$ cat src/rtl/awu_pkg.sv
// Shared types and constants of the Adam weight update engine.
// Used by every module under rtl; depends on nothing else.

package awu_pkg;

    localparam int IDX_W      = 10;
    localparam int NUM_PARAMS = 1024;
    localparam int MAX_BATCH  = 16;

    // Q1.31 constants
    localparam logic [31:0] ONE_Q31  = 32'h8000_0000;
    localparam logic [31:0] B1_Q31   = 32'd1932735283;
    localparam logic [31:0] C1_Q31   = 32'd214748365;
    localparam logic [31:0] B2_Q31   = 32'd2145336164;
    localparam logic [31:0] C2_Q31   = 32'd2147484;
    localparam logic [63:0] HALF_Q31 = 64'd1073741824;
    localparam logic [47:0] MASK48   = 48'hFFFF_FFFF_FFFF;

    // register index, taken from paddr[2]
    localparam logic REG_LR   = 1'b0;
    localparam logic REG_CLIP = 1'b1;

    typedef struct packed {
        logic busy;
        logic done;
    } unit_stat_t;

    typedef enum logic [4:0] {
        S_CLEAR, S_IDLE, S_LOAD,
        S_PW1, S_PW1W, S_PW2, S_PW2W,
        S_GDIV, S_GDIVW, S_GSQ, S_GSQW,
        S_MUPD, S_MUPDW, S_VUPD, S_VUPDW, S_WB,
        S_MHAT, S_MHATW, S_VHAT, S_VHATW,
        S_SQRT, S_SQRTW, S_NUM, S_NUMW,
        S_STEP, S_STEPW, S_FIN
    } state_t;

endpackage

$ cat src/rtl/awu_div.sv
// Restoring divider, one quotient bit a cycle, MSB-aligned dividend.
// Keeps the low 64 quotient bits; uses awu_pkg.

module awu_div (
    input  logic                clk,
    input  logic                rst_n,
    input  logic                start,
    input  logic [95:0]         dividend,
    input  logic [6:0]          steps,
    input  logic [32:0]         den,
    output awu_pkg::unit_stat_t stat,
    output logic [63:0]         quot
);

    logic [95:0] dvd_reg;
    logic [33:0] rem_reg;
    logic [32:0] den_reg;
    logic [63:0] q_reg;
    logic [6:0]  cnt_reg;
    logic        busy_reg;
    logic        done_reg;
    logic [33:0] rem_sh;
    logic        fits;

    always_comb
    begin
        rem_sh = {rem_reg[32:0], dvd_reg[95]};
        fits   = (rem_sh >= {1'b0, den_reg});
    end

    always_ff @(posedge clk or negedge rst_n)
    begin
        if (!rst_n)
        begin
            busy_reg <= 1'b0;
            done_reg <= 1'b0;
            cnt_reg  <= 7'd0;
        end
        else
        begin
            done_reg <= 1'b0;
            if (start)
            begin
                busy_reg <= 1'b1;
                cnt_reg  <= steps;
            end
            else if (busy_reg)
            begin
                cnt_reg <= cnt_reg - 7'd1;
                if (cnt_reg == 7'd1)
                begin
                    busy_reg <= 1'b0;
                    done_reg <= 1'b1;
                end
            end
        end
    end

    always_ff @(posedge clk)
    begin
        if (start)
        begin
            dvd_reg <= dividend;
            den_reg <= den;
            rem_reg <= 34'd0;
            q_reg   <= 64'd0;
        end
        else if (busy_reg)
        begin
            dvd_reg <= {dvd_reg[94:0], 1'b0};
            rem_reg <= fits ? (rem_sh - {1'b0, den_reg}) : rem_sh;
            q_reg   <= {q_reg[62:0], fits};
        end
    end

    assign stat.busy = busy_reg;
    assign stat.done = done_reg;
    assign quot      = q_reg;

endmodule

$ cat config.mk
export PLATFORM = sky130hd
export DESIGN_NAME = awu_div
export DESIGN_NICKNAME = d
export VERILOG_FILES = /design/src/rtl/awu_pkg.sv /design/src/rtl/awu_div.sv
export SDC_FILE = /design/constraint.sdc
export NUM_CORES = 1
export LEC_CHECK = 0
export ABC_AREA = 1
export BUFFER_PORTS_ARGS = -buffer_cell sky130_fd_sc_hd__buf_2
export CAP_MARGIN = 20
export CORE_MARGIN = 1
export CORE_UTILIZATION = 58
export CTS_BUF_LIST = sky130_fd_sc_hd__clkbuf_4 sky130_fd_sc_hd__clkbuf_8
export CTS_CLUSTER_DIAMETER = 200
export DETAILED_ROUTE_END_ITERATION = 6
export PLACE_DENSITY_LB_ADDON = 0.05
export SYNTH_ARGS = -nofsm -noshare
export SYNTH_HDL_FRONTEND = slang
export SYNTH_SLANG_ARGS = --single-unit
$ cat constraint.sdc
create_clock -name clk -period 4.6 [get_ports clk]
set_input_delay 0.46 -clock clk [delete_from_list [all_inputs] [get_ports clk]]
set_output_delay 0.46 -clock clk [all_outputs]
set_load 0.02 [all_outputs]
# ---- Word level (Yosys, flattened, before mapping)
# Index checks and enable logic that the tools add are counted.
dict set report word_totals {
  reg_bits 235
  inputBits 139
}
dict set report op_classes {
  n_addsub 2
  order_cmp 1
  eq_ne 1
  muxes 11
  n_reduce_logical 1
}
# operator n
set op_table {}
lappend op_table {{$mux 96} 2}
lappend op_table {{$ge 34x33->1} 1}
lappend op_table {{$mux 33} 1}
lappend op_table {{$sub 33x33->33} 1}
lappend op_table {{$mux 7} 2}
lappend op_table {{$eq 7x1->1 const B} 1}
lappend op_table {{$sub 7x1->7 const B} 1}
lappend op_table {{$mux 1} 6}
lappend op_table {{$reduce_bool 2->1} 1}

# ---- Depth between registers and ports, before layout
dict set report depth {
  depth_word 4
  mapped_depth 16
}

# ---- Worst setup path after synthesis
# OpenSTA, ideal clock, no wires.
dict set report synth_path {
  path_kind {input-to-reg}
  from {input start}
  to {register dvd_reg[0], enable pin}
  setup_time_ns 0.499
  arrival_time_ns 3.554
  required_time_ns 4.101
  setup_slack_ns 0.547
  stages 4
  n_path_buf 2
  cell_sequence {buf_2 > nor2_1 > inv_2 > clkbuf_1}
}
dict set report synth_via {
  elab_chain_cells 1
}
# element line_no
set synth_lines {}
lappend synth_lines {{from (decl)} awu_div.sv:7} ;# input logic start,
lappend synth_lines {{$reduce_bool 2->1 (no line)} -}
lappend synth_lines {{to (signal assigned)} awu_div.sv:63} ;# dvd_reg <= dividend;
lappend synth_lines {{to (signal assigned)} awu_div.sv:70} ;# dvd_reg <= {dvd_reg[94:0], 1'b0};
lappend synth_lines {{to (decl)} awu_div.sv:15} ;# logic [95:0] dvd_reg;
# Every way passes these cells.
# A chain may end at the register's enable or synchronous reset.

# ---- Worst setup path after layout
dict set report layout_path {
  from {register dvd_reg[95]}
  to {register rem_reg[24]}
}
dict set report layout_via {
  elab_chain_cells 2
  elab_cells_between_ends 3
}
# element line_no
set layout_lines {}
lappend layout_lines {{$sub 33x33->33 / $ge 34x33->1 (equally long branches)} {awu_div.sv:71, awu_div.sv:28}}
lappend layout_lines {{$mux 33 (*)} awu_div.sv:71} ;# rem_reg <= fits ? (rem_sh - {1'b0, den_reg}) : rem_sh;
lappend layout_lines {{to (signal assigned)} awu_div.sv:71}
lappend layout_lines {{to (decl)} awu_div.sv:16} ;# logic [33:0] rem_reg;
# Mark *: on every way between the ends. The rest lies on a longest branch, timed or not.

==> flow_metrics.tcl <==
set metrics [dict create \
    status "complete, no violations" \
    powerDensity_nw_per_um2 341 \
    io_pins 205 \
    die_w_um 144 \
    switchingPower_mw 1.10 \
    finalSetupViolations 0 \
    grt_max_degree 120 \
    relSlewSlack_pct 30.7 \
    cts.htree.levels 2 \
    drt-initial-drc-count 500 \
    synth.top_cell.area_share_pct 32.9 \
    drive_gt1_share_pct 20.3 \
    syn_nets 1636 \
    die_h_um 144 \
    finalNetCount 1837 \
    synth_cells 1461 \
    syn2layout_area_growth_pct 17.0 \
    wl_um 26300 \
    clock.fmax_mhz 390 \
    final_cell_mix "nand2_1, inv_1, buf_2, edfxtp_1, dfxtp_1" \
    viasPerCell 4.93 \
    period_needed_ns 2.56 \
    pwr-share-clk_pct 40.0 \
    fin_skew_ns 0.0209 \
    cts.sinks 235 \
    drt.antenna.violating_nets 0 \
    worstPathRequired_ns 5.05 \
    rows 51 \
    path_clk_slew_ns 0.06 \
    seq_area_frac_synth_pct 51.3 \
    power_frac_comb_pct 8.8 \
    hold_violations 0 \
    critical-path-max-stage-delay_ns 0.45 \
    crit_slowest_cell "nor2_8" \
    crit_path_end_kind "flop" \
    seqPwrFrac_pct 51.1 \
    place_hpwl_um 18300 \
    ys_seq_elements 235 \
    yosysUniqueCellTypes 39 \
    power.internal_mw 3.60 \
    drc 0 \
    final_common_cell "nand2_1" \
    fin_crit_sh_pct 55.7 \
    synth_top_cell_by_area "edfxtp_1" \
    coreArea_um2 19700 \
    grt-ovfl-total 0 \
    cp_cell_sequence "inv_1 > ha_1 > inv_1 > fa_1 > nand3_1 > nand3_2 > nand2_2 > nand2_2 > nand2_4 > nand2_8 > nor2_8 > nand2_1 > nand3_1" \
    gp_congestion 0.960 \
    cp-start-kind "flop" \
    timing.hold.ws_ns 0.110 \
    track_usage_pct 25.5 \
    hold_class "in -> reg" \
    vias 9651 \
    postSynthAreaPerCell_um2 8.05 \
    antenna_found_initial 5 \
    numCtsBuffers 38 \
    ys_warn_count 0 \
    grt_pass1_vias 8971 \
    crit_type "reg -> reg" \
    drv_slew 0 \
    wl_per_cell_um 13.4 \
    grt_pass1_wl_um 42300 \
    dieArea_um2 20900 \
    clk_latency_ns 0.52 \
    swShare_pct 23.3 \
    cts-resized-gates 0 \
    port-buffer-count 204 \
    worstPathMaxFanout 35 \
    maxCapViolCount 0 \
    p_leak_nw 7.23 \
    cts-root-buf "clkbuf_8" \
    ir_drop_mv 0.323 \
    cts_tree "yes" \
    synth_area_leaders "edfxtp_1, nand2_1, dfxtp_1" \
    syn_area_um2 11800 \
    worst_pin_slew_ns 1.04 \
    setup-tns-final_ns 0 \
    worstPathArrival_ns 3.01 \
    drt_pass1_iterations 5 \
    clock_path_buffers 3 \
    largest_reg_flops 96 \
    initial_core_util_pct 59.9 \
    rsz0062_at_grt "false" \
]
==> worst max-delay path, delay by kind of cell, from the launching register on <==
family,cells,cell delay (ns)
fa+ha+maj,2,0.56
buf+inv,2,0.14
flops,1,0.38
simple gates,9,1.40
==> power groups by stage <==
stage          logic (mW)  registers, mW  clock network (mW)
6_report            0.414           2.40                1.88
5_1_grt             0.476           2.42                2.02
4_1_cts             0.415           2.40                1.92
3_5_place_dp        0.412           2.45                   0
3_3_place_gp        0.406           2.44                   0
2_1_floorplan       0.283           2.43                   0
==> worst paths after layout <==
| kind | slack (ns) | cells after the start | start | end |
|---|---|---|---|---|
| worst max-delay path | 2.04 | 13 | dvd_reg[95] | rem_reg[24] |
| worst min register to register | 0.47 | 2 | quot[63] | quot[63] |
| worst min-delay path | 0.11 | 1 | den[9] | den_reg[9] |
| min in group asynchronous | 0.32 | 2 | rst_n | cnt_reg[0] |
| max in group asynchronous | 4.09 | 2 | rst_n | cnt_reg[4] |
| worst max register to register | 2.04 | 13 | dvd_reg[95] | rem_reg[24] |
==> per-layer routing <==
| layer | global-route usage, % | wire length (µm) | share of wire, % |
|---|---|---|---|
| met2 | 40.3 | 12100 | 46 |
| met1 | 34.0 | 11800 | 45 |
| met4 | 7.26 | 429 | 1.6 |
| met3 | 7.19 | 1930 | 7.3 |
| met5 | 0 | 27 | 0.10 |
==> Yosys cell counts (all sizes together) <==
| cell type | instances |
|---|---|
| o221ai | 3 |
| ha | 35 |
| dfrtp | 9 |
| nor2 | 55 |
| dfxtp | 97 |
| nand3b | 8 |
| and2 | 2 |
| buf | 14 |
| edfxtp | 129 |
| o21bai | 2 |
| xor2 | 17 |
| clkbuf | 37 |
| xnor2 | 1 |
| a22oi | 1 |
| o211ai | 2 |
| clkinv | 1 |
| fa | 1 |
| o21ai | 7 |
| a31oi | 1 |
| nand3 | 94 |
| nor3 | 4 |
| a21oi | 22 |
| nand4 | 5 |
| o22ai | 62 |
| inv | 227 |
| nand2 | 625 |
==> logic make-up (layout without fill, tap and decap cells) <==
kind of cell,after synthesis,after routing,synth area share [%]
and+or+nand+nor,793,793,28.8
buffers and inverters,279,510,9.45
DFF,235,235,51.3
AOI/OAI and AO/OA,100,100,5.16
adders and majority gates,36,36,3.89
xor gates and xnor gates,18,18,1.34
other,0,2,0
==> stage by stage <==
step | utilization [%] | power [mW] | area (µm²) | cells | setup WS [ns]
2_1_floorplan | - | 2.72 | 11800 | 1461 | 0.547
3_3_place_gp | 65.7 | 2.85 | 12900 | 1885 | 2.05
3_5_place_dp | 65.7 | 2.86 | 12900 | 1885 | 2.01
4_1_cts | 69.9 | 4.74 | 13700 | 1956 | 2.00
5_1_grt | 70.1 | 4.91 | 13800 | 1959 | 1.80
6_report | 70.1 | 4.70 | 13800 | 1959 | 2.04
==> what timing repair did <==
action,CTS,global route
buffers inserted,0,0
hold buffers,1,0
endpoints found under the hold margin,9,0
==> cell type report <==
type	instances	area (µm²)
Antenna cell	2	5.00
Clock buffer	64	749
Clock inverter	6	63.8
Fill cell	1746	5890
Inverter	228	861
Multi-Input combinational cell	947	4620
Sequential cell	235	6040
Tap cell	265	332
Timing Repair Buffer	212	1100
(Power assumes the default switching activity.)
