**config.mk**
```make
export PLATFORM = sky130hd
export DESIGN_NAME = awu_mac
export DESIGN_NICKNAME = d
export VERILOG_FILES = /design/src/rtl/awu_pkg.sv /design/src/rtl/awu_mac.sv
export SDC_FILE = /design/constraint.sdc
export NUM_CORES = 2
export LEC_CHECK = 0
export CORE_UTILIZATION = 40
export DETAILED_ROUTE_END_ITERATION = 16
export DONT_BUFFER_PORTS = 1
export SYNTH_ARGS = -nofsm -noshare
export SYNTH_HDL_FRONTEND = slang
export SYNTH_SLANG_ARGS = --single-unit
```
**constraint.sdc**
```tcl
create_clock -name clk -period 20.8 [get_ports clk]
set_clock_uncertainty 0.1 [all_clocks]
set_input_delay 1.04 -clock clk [delete_from_list [all_inputs] [get_ports clk]]
set_output_delay 1.04 -clock clk [all_outputs]
set_load 0.01 [all_outputs]
```
**src/rtl/awu_pkg.sv**
```systemverilog
// Shared types and constants of the Adam weight update engine.
// Used by every module under rtl; depends on nothing else.

package awu_pkg;

    localparam int IDX_W      = 10;
    localparam int NUM_PARAMS = 1024;
    localparam int MAX_BATCH  = 16;

    // Q1.31 constants
    localparam logic [31:0] ONE_Q31  = 32'h8000_0000;
    localparam logic [31:0] B1_Q31   = 32'd1932735283;
    localparam logic [31:0] C1_Q31   = 32'd214748365;
    localparam logic [31:0] B2_Q31   = 32'd2145336164;
    localparam logic [31:0] C2_Q31   = 32'd2147484;
    localparam logic [63:0] HALF_Q31 = 64'd1073741824;
    localparam logic [47:0] MASK48   = 48'hFFFF_FFFF_FFFF;

    // register index, taken from paddr[2]
    localparam logic REG_LR   = 1'b0;
    localparam logic REG_CLIP = 1'b1;

    typedef struct packed {
        logic busy;
        logic done;
    } unit_stat_t;

    typedef enum logic [4:0] {
        S_CLEAR, S_IDLE, S_LOAD,
        S_PW1, S_PW1W, S_PW2, S_PW2W,
        S_GDIV, S_GDIVW, S_GSQ, S_GSQW,
        S_MUPD, S_MUPDW, S_VUPD, S_VUPDW, S_WB,
        S_MHAT, S_MHATW, S_VHAT, S_VHATW,
        S_SQRT, S_SQRTW, S_NUM, S_NUMW,
        S_STEP, S_STEPW, S_FIN
    } state_t;

endpackage

```
**src/rtl/awu_mac.sv**
```systemverilog
// Multi-cycle multiply-accumulate: a (64 bit) * b (32 bit) + addend.
// One 24 x 32 multiplier, three chunks of a; uses awu_pkg.

module awu_mac (
    input  logic                clk,
    input  logic                rst_n,
    input  logic                start,
    input  logic [63:0]         a,
    input  logic [31:0]         b,
    input  logic [63:0]         addend,
    output awu_pkg::unit_stat_t stat,
    output logic [96:0]         acc
);

    logic [63:0] a_reg;
    logic [31:0] b_reg;
    logic [96:0] acc_reg;
    logic [96:0] acc_next;
    logic [1:0]  cnt_reg;
    logic        busy_reg;
    logic        done_reg;
    logic [23:0] chunk;
    logic [55:0] prod;

    always_comb
    begin
        case (cnt_reg)
            2'd0:    chunk = a_reg[23:0];
            2'd1:    chunk = a_reg[47:24];
            default: chunk = {8'b0, a_reg[63:48]};
        endcase
        prod = 56'(chunk) * 56'(b_reg);
        case (cnt_reg)
            2'd0:    acc_next = acc_reg + {41'b0, prod};
            2'd1:    acc_next = acc_reg + {17'b0, prod, 24'b0};
            default: acc_next = acc_reg + {prod[48:0], 48'b0};
        endcase
    end

    always_ff @(posedge clk or negedge rst_n)
    begin
        if (!rst_n)
        begin
            busy_reg <= 1'b0;
            done_reg <= 1'b0;
            cnt_reg  <= 2'd0;
        end
        else
        begin
            done_reg <= 1'b0;
            if (start)
            begin
                busy_reg <= 1'b1;
                cnt_reg  <= 2'd0;
            end
            else if (busy_reg)
            begin
                cnt_reg <= cnt_reg + 2'd1;
                if (cnt_reg == 2'd2)
                begin
                    busy_reg <= 1'b0;
                    done_reg <= 1'b1;
                end
            end
        end
    end

    always_ff @(posedge clk)
    begin
        if (start)
        begin
            a_reg   <= a;
            b_reg   <= b;
            acc_reg <= {33'b0, addend};
        end
        else if (busy_reg)
        begin
            acc_reg <= acc_next;
        end
    end

    assign stat.busy = busy_reg;
    assign stat.done = done_reg;
    assign acc       = acc_reg;

endmodule

```
# Word level (Yosys, flattened, before mapping)
# Index checks and enable logic that the tools add are counted.
[word_totals]
latch_bits = 0
elab_cells = 28
out_inout_bits = 99
regBits = 197
ram_bits = 0
romBits = 0
inputBits = 163
memories = 0
[classes]
multipliers = 1
addsub = 4
bitwise = 0
div = 0
muxes = 12
n_reduce_logical = 2
order_cmp = 0
shift = 0
eq_ne = 2
[ops]
columns = ["op", "n"]
rows = [
  ["$pmux 97 s2", 1],
  ["$mux 64", 2],
  ["$add 97x56->97", 1],
  ["$add 97x80->97", 1],
  ["$add 97x97->97", 1],
  ["$mul 24x32->56", 1],
  ["$pmux 24 s2", 1],
  ["$mux 1", 6],
  ["$mux 2", 2],
  ["$add 2x1->2 const B", 1],
  ["$eq 2x1->1 const B", 1],
  ["$eq 2x2->1 const B", 1],
  ["$logic_not 2->1", 1],
  ["$reduce_bool 2->1", 1],
]

# Depth between registers and ports, before layout
[logic_depth]
ltp_word = 7
mapped_depth = 50
depth_no_buf = 46

# Least setup slack after synthesis
# OpenSTA, ideal clock, no wires.
[synth_timing]
path_type = "reg-to-reg"
start = "register cnt_reg[0]"
end = "register acc_reg[92], in the netlist acc[92]"
required_time_ns = 20.569
slack_ns = 9.718
period_less_slack_ns = 11.082
n_path_buf = 4
setup_ns = 0.131
arrival_ns = 10.851
path_stages_with_launch = 45
cell_sequence = "dfrtp_1 > inv_1 > ha_1 > clkinv_1 > nor2_1 > clkbuf_1 > a21oi_1 > a21oi_1 > nor2_1 > clkbuf_1 > and2_1 > fa_1 > fa_1 > inv_1 > fa_1 > fa_1 > inv_1 > fa_1 > [... 9 more ...] > o41ai_1 > o311ai_0 > o221ai_1 > a21oi_1 > xnor2_1 > ha_1 > clkbuf_1 > nand2_1 > nor4_1 > nand3_1 > nor3_1 > a21oi_1 > a2111oi_2 > o21ai_0 > nor4_1 > nand3_1 > a311oi_1 > nor3_1"
[synth_via]
elab_chain_len = 5
elab_cells_between_ends = 8
cone_classes = "3 x add/sub; 1 x mul; 1 x eq/ne; 2 x mux; 1 x reduce/logical"
[synth_lines]
columns = ["element", "line_no", "rtl"]
rows = [
  ["start: declaration", "awu_mac.sv:19", "logic [1:0] cnt_reg;"],
  ["start signal: assignment", "awu_mac.sv:58", "cnt_reg <= cnt_reg + 2'd1;"],
  ["$eq 2x1->1 or $logic_not 2->1 (tied branches)", "awu_mac.sv:27, awu_mac.sv:33", ""],
  ["$pmux 24 s2", "awu_mac.sv:27", "case (cnt_reg)"],
  ["$mul 24x32->56", "awu_mac.sv:32", "prod = 56'(chunk) * 56'(b_reg);"],
  ["$add 97x97->97 (tied with other cells)", "awu_mac.sv:36", "default: acc_next = acc_reg + {prod[48:0], 48'b0};"],
  ["$pmux 97 s2 (*)", "awu_mac.sv:33", "case (cnt_reg)"],
  ["end signal: assignment", "awu_mac.sv:74", "acc_reg <= {33'b0, addend};"],
  ["end signal: assignment", "awu_mac.sv:78", "acc_reg <= acc_next;"],
  ["end: declaration", "awu_mac.sv:17", "logic [96:0] acc_reg;"],
]
# Mark *: on every way between the ends. The rest lies on a longest branch, timed or not.
# A chain may end at the register's enable or synchronous reset.

# Final worst setup path
# Ends and elaborated chain as after synthesis.

==> flow_metrics.py <==
metrics = {
    "detailed_routing": {
        "ant_nets": 0,
        "drc": 0,
        "dr_total_vias": 37071,
        "drt_wl_total_microns": 153000,
        "routedWlPerCell_microns": 23.9,
        "via_per_inst": 5.81,
        "firstDrtPassIters": 6,
        "drt_iter0_drc": 3669,
    },
    "worst_setup_path": {
        "cpPeakStageDelay_ns": 0.91,
        "cp_num_buf_inv": 8,
        "crit_family": "adder cells",
        "crit_top_cell": "fa_1",
        "cp.required_ns": 21.10,
        "slowest_stage": "nor2_2",
        "worstSetupPathType": "reg2reg",
        "cp-end-kind": "flip-flop",
        "startpoint_type": "flip-flop",
        "crit_fanout": 32,
        "arrival_ns": 15.21,
    },
    "floorplan": {
        "dieWidth_microns": 332,
        "dieArea_sq_um": 110000,
        "ios": 262,
        "row_count": 120,
        "start_util": 0.405,
        "core_sq_um": 108000,
        "die_y_microns": 332,
    },
    "placed_design": {
        "dp.cells": 6344,
        "routabilityCongestion": 1.02,
        "port_buffers": 0,
        "place_ws_ns": 6.25,
        "place_area_sq_um": 44900,
        "dpl.hpwl_microns": 121000,
    },
    "logic_synthesis": {
        "yosysTopAreaCell": "fa_1",
        "synthFlopType": "edfxtp_1",
        "syn-cell-area_sq_um": 43500,
        "synth_most_common_cell": "inv_1",
        "synth_commonest_cells": "822 x inv_1, 695 x nand2_1, 661 x fa_1",
        "syn_area_per_cell_sq_um": 8.47,
        "synth_edf_count": 160,
        "syn_nets": 6313,
        "ys_seq_area_frac": 0.128,
        "synth_top_area_frac": 0.304,
        "synth_warnings": 0,
        "ys_ff_latch": 197,
        "syn-instance-count": 5139,
        "synth_top_cells_by_area": "fa_1 30%, edfxtp_1 11%, ha_1 10%",
        "async_flop_share": 0.0203,
        "synth.distinct_cells": 83,
    },
    "sta": {
        "fin_crit_sh": 0.717,
        "fmax_mhz": 67.0,
        "rsz0062_at_grt": "false",
        "setup_violations": 0,
        "maxSlewViolCount": 0,
        "fin_ws_ns": 5.88,
        "max_slew_margin": 0.125,
        "fin_setup_tns_ns": 0,
        "finalHoldViolCount": 0,
        "worst_pin_slew_ns": 1.31,
        "period_minus_slack_ns": 14.92,
    },
    "finish": {
        "drive_gt1_frac": 0.0328,
        "finalNonFillerCells": 6378,
        "largest_reg_flops": 97,
        "area_delta_synth_final_pct": 4.64,
        "fillers": 10865,
        "fin_nets": 6134,
        "postLayoutCellArea_sq_um": 45500,
    },
    "global_route": {
        "first_global_vias": 37283,
        "antenna_found_initial": 7,
        "grt_max_degree": 247,
        "grt_usage": 0.281,
        "grt_pass1_wl_microns": 235000,
        "grt_overflow_total": 0,
    },
    "outcome": {
        "outcome": "finished clean",
    },
    "clock_network": {
        "clock_latency_ns": 0.57,
        "cts_hold_buf": 0,
        "cts_tree": "built",
        "root_buffer": "clkbuf_16",
        "numClockSinks": 197,
        "clk_path_buf_depth": 2,
        "clk_pin_slew_worst_paths_ns": 0.09,
        "cts_max_level": 4,
        "cts_buffers": 17,
        "cts_setup_buffers": 0,
        "cts-resized-gates": 0,
    },
    "run": {
        "max_cap_viol_count": 0,
    },
    "hold_path": {
        "min_path_type": "in2async",
    },
}
final cells by class:
type	count	area (sq um)	share of cell area
clock buffer	18	450	0.00989
timing repair buffer	76	571	0.0125
inverter	824	3090	0.0679
antenna	2	5.00	0.000110
clock inverter	14	171	0.00377
multi-input combinational	3844	33900	0.745
sequential	197	5570	0.122
tap	1403	1760	0.0386
cell usage in the layout (no fill, tap or decap), types with 19 or more instances in the layout:
| cell | count |
|---|---|
| a21oi_1 | 307 |
| buf_4 | 76 |
| a22oi_1 | 22 |
| o21a_1 | 24 |
| fa_1 | 661 |
| inv_1 | 822 |
| a21o_1 | 119 |
| a31oi_1 | 45 |
| nand4_1 | 58 |
| ha_1 | 348 |
| nand2b_1 | 19 |
| and3_1 | 33 |
| o21bai_1 | 32 |
| nor3_1 | 53 |
| a221oi_1 | 27 |
| edfxtp_1 | 160 |
| o211ai_1 | 31 |
| o21ai_0 | 178 |
| and2_1 | 358 |
| dfxtp_1 | 33 |
| nand3_1 | 79 |
| xnor2_1 | 132 |
| nand2_1 | 694 |
| xor2_1 | 89 |
| nor2_1 | 197 |
| a211oi_1 | 46 |
worst register-to-register path, delay by kind of cell, from the launching register on:
kind | cells | cell delay, ns
xor gates and xnor gates | 1 | 0.72
adders and majority gates | 10 | 4.56
and+or+nand+nor | 11 | 3.64
DFF | 1 | 0.44
buffers and inverters | 8 | 1.01
AOI/OAI and AO/OA | 13 | 4.28
worst paths after layout:
path	start	cells after the start	slack, ns	end
setup / recovery	cnt_reg[0]	43	5.88	acc[92]
hold / removal	rst_n	0	0.07	cnt_reg[1]
setup reg to reg	cnt_reg[0]	43	5.88	acc[92]
hold reg to reg	cnt_reg[1]	2	0.47	cnt_reg[1]
max in group asynchronous	rst_n	0	20.46	busy_reg
min in group clk	b[27]	0	0.46	b_reg[27]
cell families (layout without fill, tap and decap cells):
kind of cell / Yosys count / count (layout) / share of synthesized area
AND/OR/NAND/NOR: 1593 / 1593 / 0.175
buffers and inverters: 1098 / 932 / 0.0949
adder cells (fa/ha/maj): 1011 / 1011 / 0.405
AO/OA/AOI/OAI: 1009 / 1009 / 0.151
XOR/XNOR: 221 / 221 / 0.0445
flip-flops: 197 / 197 / 0.128
multiplexers: 10 / 10 / 0.00239
other: 0 / 2 / 0
metal layers:
| layer | share of wire | track usage |
|---|---|---|
| met1 | 0.44 | 0.398 |
| met2 | 0.43 | 0.420 |
| met3 | 0.098 | 0.0656 |
| met4 | 0.033 | 0.0894 |
| met5 | 0.00020 | 0 |
metrics by stage:
step	hold slack, ns	util
floorplan	0.413	-
global placement	0.441	0.418
detailed placement	0.452	0.418
CTS	0.0266	0.423
global route	0.0318	0.423
finish	0.0675	0.423
Power is left out: the tool's default activity adds up to more than one toggle a clock period on the data nets, which glitch-free logic cannot reach.
